===== config.mk =====
export PLATFORM = sky130hd
export DESIGN_NAME = srst_zone
export DESIGN_NICKNAME = d
export VERILOG_FILES = /design/src/rtl/srst_pkg.sv /design/src/rtl/srst_zone.sv
export SDC_FILE = /design/constraint.sdc
export NUM_CORES = 1
export LEC_CHECK = 0
export CORE_AREA = 2 2 114 61
export DETAILED_ROUTE_END_ITERATION = 16
export DIE_AREA = 0 0 116 63
export DONT_BUFFER_PORTS = 1
export GPL_TIMING_DRIVEN = 1
export PLACE_DENSITY = 0.54
export SLEW_MARGIN = 20
export SYNTH_ARGS = -nofsm -noshare
export SYNTH_HDL_FRONTEND = slang
export SYNTH_SLANG_ARGS = --single-unit
export TNS_END_PERCENT = 30

===== constraint.sdc =====
create_clock -name vclk -period 25
set_input_delay 7.5 -clock vclk [all_inputs]
set_output_delay 7.5 -clock vclk [all_outputs]
set_load 0.02 [all_outputs]

===== src/rtl/srst_pkg.sv =====
// ----------------------------------------------------------------------------
// Sector read status table package
// Shared types, request codes, zone layout and entry reset value.
// ----------------------------------------------------------------------------
package srst_pkg;

   localparam int IDX_W = 10;
   localparam int SPT_W = 5;

   localparam logic [1:0] REQ_DATA   = 2'd0;
   localparam logic [1:0] REQ_ALLOC  = 2'd1;
   localparam logic [1:0] REQ_QUERY  = 2'd2;
   localparam logic [1:0] REQ_UNUSED = 2'd3;

   localparam logic [1:0] SLOT_BAD = 2'd3;
   localparam logic [2:0] BIT_LAST = 3'h7;

   // zone layout: last track of each zone, sectors per track, first index
   localparam logic [5:0] Z1_LAST_TRK = 6'd17;
   localparam logic [5:0] Z2_LAST_TRK = 6'd24;
   localparam logic [5:0] Z3_LAST_TRK = 6'd30;
   localparam logic [5:0] Z2_FIRST_TRK = Z1_LAST_TRK + 6'd1;
   localparam logic [5:0] Z3_FIRST_TRK = Z2_LAST_TRK + 6'd1;
   localparam logic [5:0] Z4_FIRST_TRK = Z3_LAST_TRK + 6'd1;
   localparam logic [SPT_W-1:0] Z1_SPT = 5'd21;
   localparam logic [SPT_W-1:0] Z2_SPT = 5'd19;
   localparam logic [SPT_W-1:0] Z3_SPT = 5'd18;
   localparam logic [SPT_W-1:0] Z4_SPT = 5'd17;
   localparam logic [IDX_W-1:0] Z2_BASE = 10'd357;
   localparam logic [IDX_W-1:0] Z3_BASE = 10'd490;
   localparam logic [IDX_W-1:0] Z4_BASE = 10'd598;

   typedef struct packed {
      logic [1:0] req_type;
      logic [5:0] track;
      logic [4:0] sector;
      logic [7:0] data_byte;
      logic [1:0] byte_slot;
      logic       last;
      logic [7:0] dos_error;
   } req_payload_type;

   typedef struct packed {
      logic [IDX_W-1:0] sector_index;
      logic             allocated;
      logic             was_read;
      logic             trouble;
      logic             checksum_good;
      logic             weak_res;
      logic [7:0]       last_error;
      logic [7:0]       block_checksum;
      logic             fixed;
      logic             bad_address;
   } rsp_payload_type;

   typedef struct packed {
      logic       allocated;
      logic       was_read;
      logic       trouble;
      logic       cksum_ok;
      logic       weak_flag;
      logic [7:0] last_error;
      logic [7:0] checksum;
   } entry_type;

   localparam entry_type ENTRY_RESET = '{
      allocated:  1'b0,
      was_read:   1'b0,
      trouble:    1'b0,
      cksum_ok:   1'b0,
      weak_flag:  1'b0,
      last_error: 8'd1,
      checksum:   8'd0
   };

   typedef struct packed {
      logic             en;
      logic [IDX_W-1:0] addr;
      entry_type        data;
   } store_wr_type;

   typedef struct packed {
      logic             en;
      logic [IDX_W-1:0] addr;
   } store_rd_type;

endpackage


===== src/rtl/srst_zone.sv =====
// ----------------------------------------------------------------------------
// Zone decoder
// Maps a track number to its first linear index and its sector count.
// ----------------------------------------------------------------------------
module srst_zone
   import srst_pkg::*;
#(
   parameter int NUM_TRACKS = 35
) (
   input  logic [5:0]       track,
   output logic [IDX_W-1:0] first,
   output logic [SPT_W-1:0] spt,
   output logic             trk_ok
);

   logic [IDX_W-1:0] trk_w;

   assign trk_w = IDX_W'(track);

   always_comb begin
      trk_ok = (track != 6'd0) && (track <= 6'(NUM_TRACKS));
      if (track <= Z1_LAST_TRK) begin
         spt   = Z1_SPT;
         first = IDX_W'((trk_w - IDX_W'(1)) * IDX_W'(Z1_SPT));
      end else if (track <= Z2_LAST_TRK) begin
         spt   = Z2_SPT;
         first = Z2_BASE + IDX_W'((trk_w - IDX_W'(Z2_FIRST_TRK)) * IDX_W'(Z2_SPT));
      end else if (track <= Z3_LAST_TRK) begin
         spt   = Z3_SPT;
         first = Z3_BASE + IDX_W'((trk_w - IDX_W'(Z3_FIRST_TRK)) * IDX_W'(Z3_SPT));
      end else begin
         spt   = Z4_SPT;
         first = Z4_BASE + IDX_W'((trk_w - IDX_W'(Z4_FIRST_TRK)) * IDX_W'(Z4_SPT));
      end
   end

endmodule


==> impl_metrics.ini, run 1 <==
[status]
outcome = finished, final reports clean

[die]
dieArea_um2 = 7310
die_x_um = 116
num_io_pins = 22
coreArea_um2 = 6360
die_h_um = 63
initial_core_util_pct = 38.4
rows = 21

[cells_and_area]
flops_and_latches = 0
final_cell_mix = 63 x ha_1, 43 x inv_1, 33 x xnor2_1
fin_util_pct = 39.4
layout_commonest_cell = ha_1
finalInstanceArea_um2 = 2500
layout.nets = 377
diodes = 0
regArea_um2 = 0
layout.cells.non_filler = 387
areaGrowthSynthToFinish_pct = 2.41
drive_above_1_share_pct = 4.07
final.clkbuf_count = 0

[placed_design]
dpl.cell_count = 387
dpl.hpwl_um = 5230
gp_congestion = 0.873
placed_area_um2 = 2500
io_buffers = 0

[power_and_ir_drop]
powerDensity_nw_per_um2 = 53.5
pwr-share-seq_pct = 0
vdd.ir_drop.worst_v = 0.0000176
pwr-share-comb_pct = 100.0
clockPowerShare_pct = 0
swShare_pct = 57.9
intPower_mw = 0.0563
switchingPower_mw = 0.0776
leakage_nw = 1.25

[grt]
antenna_found_initial = 0
gr-usage-all-layers_pct = 17.2
grt_max_degree = 21
overflow = 0
grt_pass1_vias = 1896
grt_pass1_wl_um = 10000

[setup_path]
max_stage_delay_ps = 510
worstSetupStartpointType = input pin
setup.worst_path.class = input pin to output port
cpMostUsedCell = ha_1
cp.arrival_ps = 11310
critPathMaxFanout = 14
required_ps = 17500
cp_slowest_cell = fa_1
cp-end-kind = output port
path_cells = inv_1 > ha_1 > xor2_1 > ha_1 > ha_1 > inv_1 > fa_1 > fa_1 > inv_1 > ha_1 > a21oi_1 > o21ai_0 > a21o_1 > a21oi_1 > xnor2_1 > a211oi_1 > a21oi_1

[flow_run]
cap_violations = 0

[sta]
fin_crit_ps = 18810
setup_viol = 0
max_clock_freq_mhz = 53.2
rsz0062_at_grt = no
worst-slew-pin-transition_ps = 916
holdWs_ps = 15100
hold_viol = 0
maxSlewViolCount = 0
period_share_pct = 75.3
relSlewSlack_pct = 38.9
tns_ps = 0

[route]
num_vias = 1940
drc = 0
first_iter_violations = 150
drt.antenna.violating_nets = 0
viasPerCell = 5.01
dr.pass1.iters = 4
totalWireLength_um = 6070
wl_per_cell_um = 15.7

[synth]
syn_inst = 306
yosysWarningCount = 0
yosysUniqueCellTypes = 46
yosysSeqAreaShare_pct = 0
netlist_area_um2 = 2440
syn_area_per_cell_um2 = 7.99
syn_nets = 386

[min_path]
hold_class = input pin to output port

[clocking]
cts.hold.buffers_added = 0
cts_resized = 0
cts_setup_buffers = 0
==> per-layer routing <==
| metal | vias to the layer above | share of wire [%] | track usage, % |
|---|---|---|---|
| met1 | 886 | 57 | 29.4 |
| met4 | 0 | 0 | 0 |
| li1 | 1015 | - | - |
| met2 | 39 | 36 | 22.8 |
| met5 | - | 0 | 0 |
| met3 | 0 | 7.3 | 2.72 |
==> worst max-delay path, delay by kind of cell <==
kind                       cells  cell delay (ps)
AOI/OAI and AO/OA              6             1180
xor gates and xnor gates       2              390
adders and majority gates      6             1980
buffers and inverters          3              260
==> worst paths after layout <==
path                 start       end  slack (ps)  cells past startpoint
setup / recovery  track[2]  first[8]        6190                     17
hold / removal    track[0]  first[0]       15100                      1
==> cells in the mapped netlist (2+ instances only) <==
| library cell | instances | area share, % |
|---|---|---|
| conb_1 | 2 | 0.31 |
| a22oi_1 | 3 | 0.92 |
| inv_1 | 43 | 6.6 |
| nor2b_1 | 4 | 1.0 |
| a211oi_1 | 5 | 1.5 |
| fa_1 | 11 | 9.0 |
| nor3_1 | 5 | 1.0 |
| o21ai_0 | 12 | 2.5 |
| clkbuf_1 | 4 | 0.61 |
| xor2_1 | 19 | 6.8 |
| and2_1 | 3 | 0.77 |
| nand2_1 | 17 | 2.6 |
| nand3_1 | 3 | 0.61 |
| o22ai_1 | 2 | 0.51 |
| a31oi_1 | 3 | 0.77 |
| mux2i_1 | 4 | 1.6 |
| a21oi_1 | 19 | 3.9 |
| inv_2 | 2 | 0.31 |
| buf_2 | 3 | 0.61 |
| or2_2 | 2 | 0.51 |
| xnor2_1 | 33 | 12 |
| ha_1 | 63 | 32 |
| buf_4 | 2 | 0.61 |
| a31o_2 | 2 | 0.72 |
| nor2_1 | 13 | 2.0 |
| a21o_1 | 7 | 2.2 |
==> per-stage QoR <==
stage               setup WS [ps]  total power [mW]
floorplan                    6320             0.109
global placement             6220             0.133
detailed placement           6180             0.133
CTS                          6170             0.134
global route                 5910             0.151
finish                       6190             0.134
==> final cells by class <==
type                       count  area [um2]
multi-input combinational    250        2220
tap                           92         115
inverter                      45         169
fill                         673        3860
==> kinds of logic after synthesis <==
family,Yosys count,synth area share (%)
AOI/OAI and AO/OA,63,17.0
xor gates and xnor gates,53,19.6
muxes,5,2.10
adders and majority gates,74,41.3
buffers and inverters,56,9.37
and+or+nand+nor,53,10.4
other,2,0.307
==> power by group through the flow <==
| stage | Combinational [mW] | Sequential (mW) | Clock, mW |
|---|---|---|---|
| 2_1_floorplan | 0.109 | 0 | 0 |
| 3_3_place_gp | 0.133 | 0 | 0 |
| 3_5_place_dp | 0.133 | 0 | 0 |
| 4_1_cts | 0.134 | 0 | 0 |
| 5_1_grt | 0.151 | 0 | 0 |
| 6_report | 0.134 | 0 | 0 |
(Power assumes the default switching activity.)
==> inputs of run 2 (changes only) <==
--- a/config.mk
+++ b/config.mk
@@ -10,7 +10,7 @@
 export DIE_AREA = 0 0 116 63
 export DONT_BUFFER_PORTS = 1
 export GPL_TIMING_DRIVEN = 1
-export PLACE_DENSITY = 0.54
+export PLACE_DENSITY = 0.56
 export SLEW_MARGIN = 20
 export SYNTH_ARGS = -nofsm -noshare
 export SYNTH_HDL_FRONTEND = slang
==> constraint.sdc (replaced) <==
create_clock -name vclk -period 16.65
set_input_delay 4.995 -clock vclk [all_inputs]
set_output_delay 4.995 -clock vclk [all_outputs]
set_load 0.02 [all_outputs]
==> run 2 against run 1 <==
Net effect:
- sequential share of layout area did not move
- combinational power grew 51%
- global-route usage is 0.061 points lower
- count of clock-buffer cells in the layout stayed put
- core utilization unchanged
- die area stayed put
- via count rose by 2.9%
- worst setup slack lost 3500 ps
- flip-flop and latch count stayed put
- non-clock buffer count stayed put
- routed wire length decreased by 0.33%
- critical path depth down 1
- highest routed layer unchanged
==> impl_metrics.ini, run 2 (synthesis results as in run 1) <==
[status]
outcome = finished, final reports clean

[sta]
tns_ps = 0
hold_viol = 0
fin_ws_ps = 2670
relSlewSlack_pct = 39.8
setup_viol = 0
rsz0062_at_grt = no
period_share_pct = 84.0
maxSlewViolCount = 0
worst-slew-pin-transition_ps = 903
fin_crit_ps = 13980
max_clock_freq_mhz = 71.5

[min_path]
hold_class = input pin to output port

[placed_design]
dpl.cell_count = 387
place_ws_ps = 2660
io_buffers = 0
dpl.hpwl_um = 5180
gp_congestion = 0.888
placed_area_um2 = 2500

[setup_path]
cp.arrival_ps = 8980
worstSetupStartpointType = input pin
required_ps = 11650
critPathMaxFanout = 14
setup.worst_path.class = input pin to output port
cp-end-kind = output port

[cells_and_area]
layout.cells.non_filler = 387
diodes = 0
regArea_um2 = 0
layout_commonest_cell = ha_1
flops_and_latches = 0
finalInstanceArea_um2 = 2500
final.clkbuf_count = 0
drive_above_1_share_pct = 4.07
areaGrowthSynthToFinish_pct = 2.41
final_cell_mix = 63 x ha_1, 43 x inv_1, 33 x xnor2_1
layout.nets = 377

[route]
drt.antenna.violating_nets = 0
wl_per_cell_um = 15.6
num_vias = 1997
first_iter_violations = 128
dr.pass1.iters = 4
totalWireLength_um = 6050
drc = 0
viasPerCell = 5.16

[flow_run]
cap_violations = 0

[clocking]
cts_setup_buffers = 0
cts_resized = 0
cts.hold.buffers_added = 0

[die]
num_io_pins = 22
initial_core_util_pct = 38.4
die_h_um = 63
dieArea_um2 = 7310
rows = 21
die_x_um = 116
coreArea_um2 = 6360

[power_and_ir_drop]
powerDensity_nw_per_um2 = 81.1
leakage_nw = 1.25
vdd.ir_drop.worst_v = 0.0000278

[grt]
grt_pass1_wl_um = 9970
grt_max_degree = 21
antenna_found_initial = 0
overflow = 0
gr-usage-all-layers_pct = 17.1
grt_pass1_vias = 1882
## run 2: cell counts in the layout (fill, tap and decap cells not counted)
Identical to the previous run, type by type.
## run 2: cell type report
cell class	instances	area [um2]
inverter	45	169
multi-input combinational	250	2220
fill	680	3860
tap	92	115
## run 2: per-layer routing
metal / vias to the layer above / global-route usage [%] / part of all wire (%)
met5: - / 0 / 0
met1: 934 / 29.4 / 57
met2: 44 / 22.3 / 35
met3: 0 / 2.72 / 7.6
met4: 0 / 0.595 / 0
li1: 1019 / - / -
## run 2: final timing paths
kind,from,endpoint,slack (ps),cells after the start
hold / removal,track[0],first[0],10090,1
setup / recovery,track[2],first[9],2670,16
## run 2: power breakdown
group	leakage (nW)	switching [mW]	total (mW)	internal, mW
Sequential	0	0	0	0
Combinational	1.25	0.118	0.203	0.0848
Clock	0	0	0	0
## run 2: worst max-delay path: stages
cell,delay [ps]
inv_1,140
ha_1,250
xor2_1,280
ha_1,290
ha_1,170
inv_1,70
fa_1,460
fa_1,520
inv_1,40
ha_1,340
nand2_1,70
o21ai_0,90
o41ai_1,480
xnor2_1,200
nor3_1,80
o31ai_2,490
## run 2: per-stage QoR
stage | hold slack (ps) | util [%] | power [mW]
2_1_floorplan | 10370 | - | 0.164
3_3_place_gp | 10090 | 39.4 | 0.201
3_5_place_dp | 10090 | 39.4 | 0.201
4_1_cts | 10090 | 39.4 | 0.203
5_1_grt | 10090 | 39.4 | 0.226
6_report | 10090 | 39.4 | 0.203
==> inputs of run 3 (changes only) <==
--- a/config.mk
+++ b/config.mk
@@ -5,12 +5,13 @@
 export SDC_FILE = /design/constraint.sdc
 export NUM_CORES = 1
 export LEC_CHECK = 0
-export CORE_AREA = 2 2 114 61
+export ABC_AREA = 1
+export CORE_AREA = 2 2 121 64
 export DETAILED_ROUTE_END_ITERATION = 16
-export DIE_AREA = 0 0 116 63
+export DIE_AREA = 0 0 123 66
 export DONT_BUFFER_PORTS = 1
 export GPL_TIMING_DRIVEN = 1
-export PLACE_DENSITY = 0.56
+export PLACE_DENSITY = 0.55
 export SLEW_MARGIN = 20
 export SYNTH_ARGS = -nofsm -noshare
 export SYNTH_HDL_FRONTEND = slang
==> constraint.sdc (replaced) <==
create_clock -name vclk -period 13.4
set_input_delay 4.02 -clock vclk [all_inputs]
set_output_delay 4.02 -clock vclk [all_outputs]
set_load 0.02 [all_outputs]
==> run 3 against run 2 <==
Net effect:
- flip-flop and latch count unchanged
- critical path type unchanged
- synthesized area increased by 14%
- highest routed layer unchanged
- largest cell class unchanged
- global-route usage increased by 3.3 points
- core utilization increased by 0.46 points
==> impl_metrics.ini, run 3 <==
[route]
num_vias = 2670
viasPerCell = 5.04
totalWireLength_um = 7980
drc = 0
dr.pass1.iters = 5
drt.antenna.violating_nets = 0
wl_per_cell_um = 15.1
first_iter_violations = 172

[flow_run]
cap_violations = 0

[power_and_ir_drop]
leakage_nw = 1.66
vdd.ir_drop.worst_v = 0.0000225
p_total_mw = 0.245
powerDensity_nw_per_um2 = 86.8

[grt]
antenna_found_initial = 0
grt_pass1_wl_um = 12900
overflow = 0
grt_max_degree = 13
grt_pass1_vias = 2497
gr-usage-all-layers_pct = 20.5

[synth]
synthAdderAreaFrac_pct = 36.2
synthMuxAreaShare_pct = 0
synth_common_cells = 111 x nand2_1, 83 x inv_1, 63 x ha_1, 38 x nand3_1, 23 x a21oi_1
yosysWarningCount = 0
yosys.area_share.simple_pct = 31.3
netlist_area_um2 = 2780
synth_area_leaders = ha_1 28%, nand2_1 15%, inv_1 11%
synthXorXnorAreaFrac_pct = 5.35
synth_compound_area_share_pct = 11.9
yosysSeqAreaShare_pct = 0
syn_nets = 523
synth_top_family_by_area = adder cells
synth_most_common_cell = nand2_1
yosys.area.top_type_share_pct = 28.3
yosysUniqueCellTypes = 39
syn_area_per_cell_um2 = 6.28
syn_inst = 443
synth_area_leader_cell = ha_1

[placed_design]
io_buffers = 0
dpl.hpwl_um = 7100
place_ws_ps = 1810
gp_congestion = 0.922
dpl.cell_count = 530
placed_area_um2 = 2830

[cells_and_area]
regArea_um2 = 0
diodes = 0
flops_and_latches = 0
drive_above_1_share_pct = 5.53
areaGrowthSynthToFinish_pct = 1.57
finalInstanceArea_um2 = 2830
fin_util_pct = 39.8
final_cell_mix = 111 x nand2_1, 83 x inv_1, 63 x ha_1
layout.nets = 516
layout.cells.non_filler = 530
layout_commonest_cell = nand2_1
final.clkbuf_count = 0

[setup_path]
path_cells = inv_1 > ha_1 > xor2_1 > ha_1 > ha_1 > inv_1 > fa_1 > fa_1 > inv_1 > ha_1 > a21oi_1 > o31a_1 > nand3b_1 > nand3_1 > nand3b_1 > nand2_1 > inv_1
setup.worst_path.class = input pin to output port
cp.arrival_ps = 7590
cp-end-kind = output port
worstSetupStartpointType = input pin
required_ps = 9380
critPathMaxFanout = 11
critPathTopFamily = adder cells
cp_slowest_cell = fa_1
max_stage_delay_ps = 520
crit_buf_inv = 4

[die]
die_h_um = 66
coreArea_um2 = 7100
num_io_pins = 22
die_x_um = 123
rows = 22
dieArea_um2 = 8120
initial_core_util_pct = 39.2

[clocking]
cts_setup_buffers = 0
cts.hold.buffers_added = 0
cts_resized = 0

[sta]
worst-slew-pin-transition_ps = 682
tns_ps = 0
fin_ws_ps = 1790
hold_viol = 0
holdWs_ps = 8100
max_clock_freq_mhz = 86.1
setup_viol = 0
relSlewSlack_pct = 54.1
period_share_pct = 86.7
rsz0062_at_grt = no
fin_crit_ps = 11610
maxSlewViolCount = 0

[min_path]
hold_class = input pin to output port

[status]
outcome = finished, final reports clean
run 3: cell count changes in the layout (fill, tap and decap cells not counted), moves of 7 or more:
| cell | delta |
|---|---|
| inv_1 | +40 |
| a21o_1 | -7 |
| nand2_2 | +7 |
| nand2_1 | +94 |
| xnor2_1 | -30 |
| nand3_1 | +35 |
| nor2_1 | +9 |
run 3: power breakdown:
group	total (mW)	internal (mW)	switching, mW
Clock	0	0	0
Sequential	0	0	0
Combinational	0.245	0.0864	0.159
run 3: cell families after synthesis:
kind of cell,after synthesis
xor gates and xnor gates,17
and+or+nand+nor,195
AOI/OAI and AO/OA,56
buffers and inverters,99
adders and majority gates,74
other,2
run 3: final timing paths:
check / from / endpoint / slack, ps / cells after the start
max: track[1] / first[8] / 1790 / 17
min: track[5] / spt[2] / 8100 / 1
run 3: layout make-up:
class | count | area, um2
fillers | 808 | 4270
multi-input cells | 344 | 2370
inverters | 90 | 340
well taps | 96 | 120
run 3: per-layer routing:
layer | GRT usage [%] | vias up | wire (um)
met4 | 0 | 0 | 0
met1 | 34.2 | 1202 | 4650
met5 | 0 | - | 0
met3 | 2.84 | 0 | 557
met2 | 28.1 | 75 | 2770
li1 | - | 1393 | -
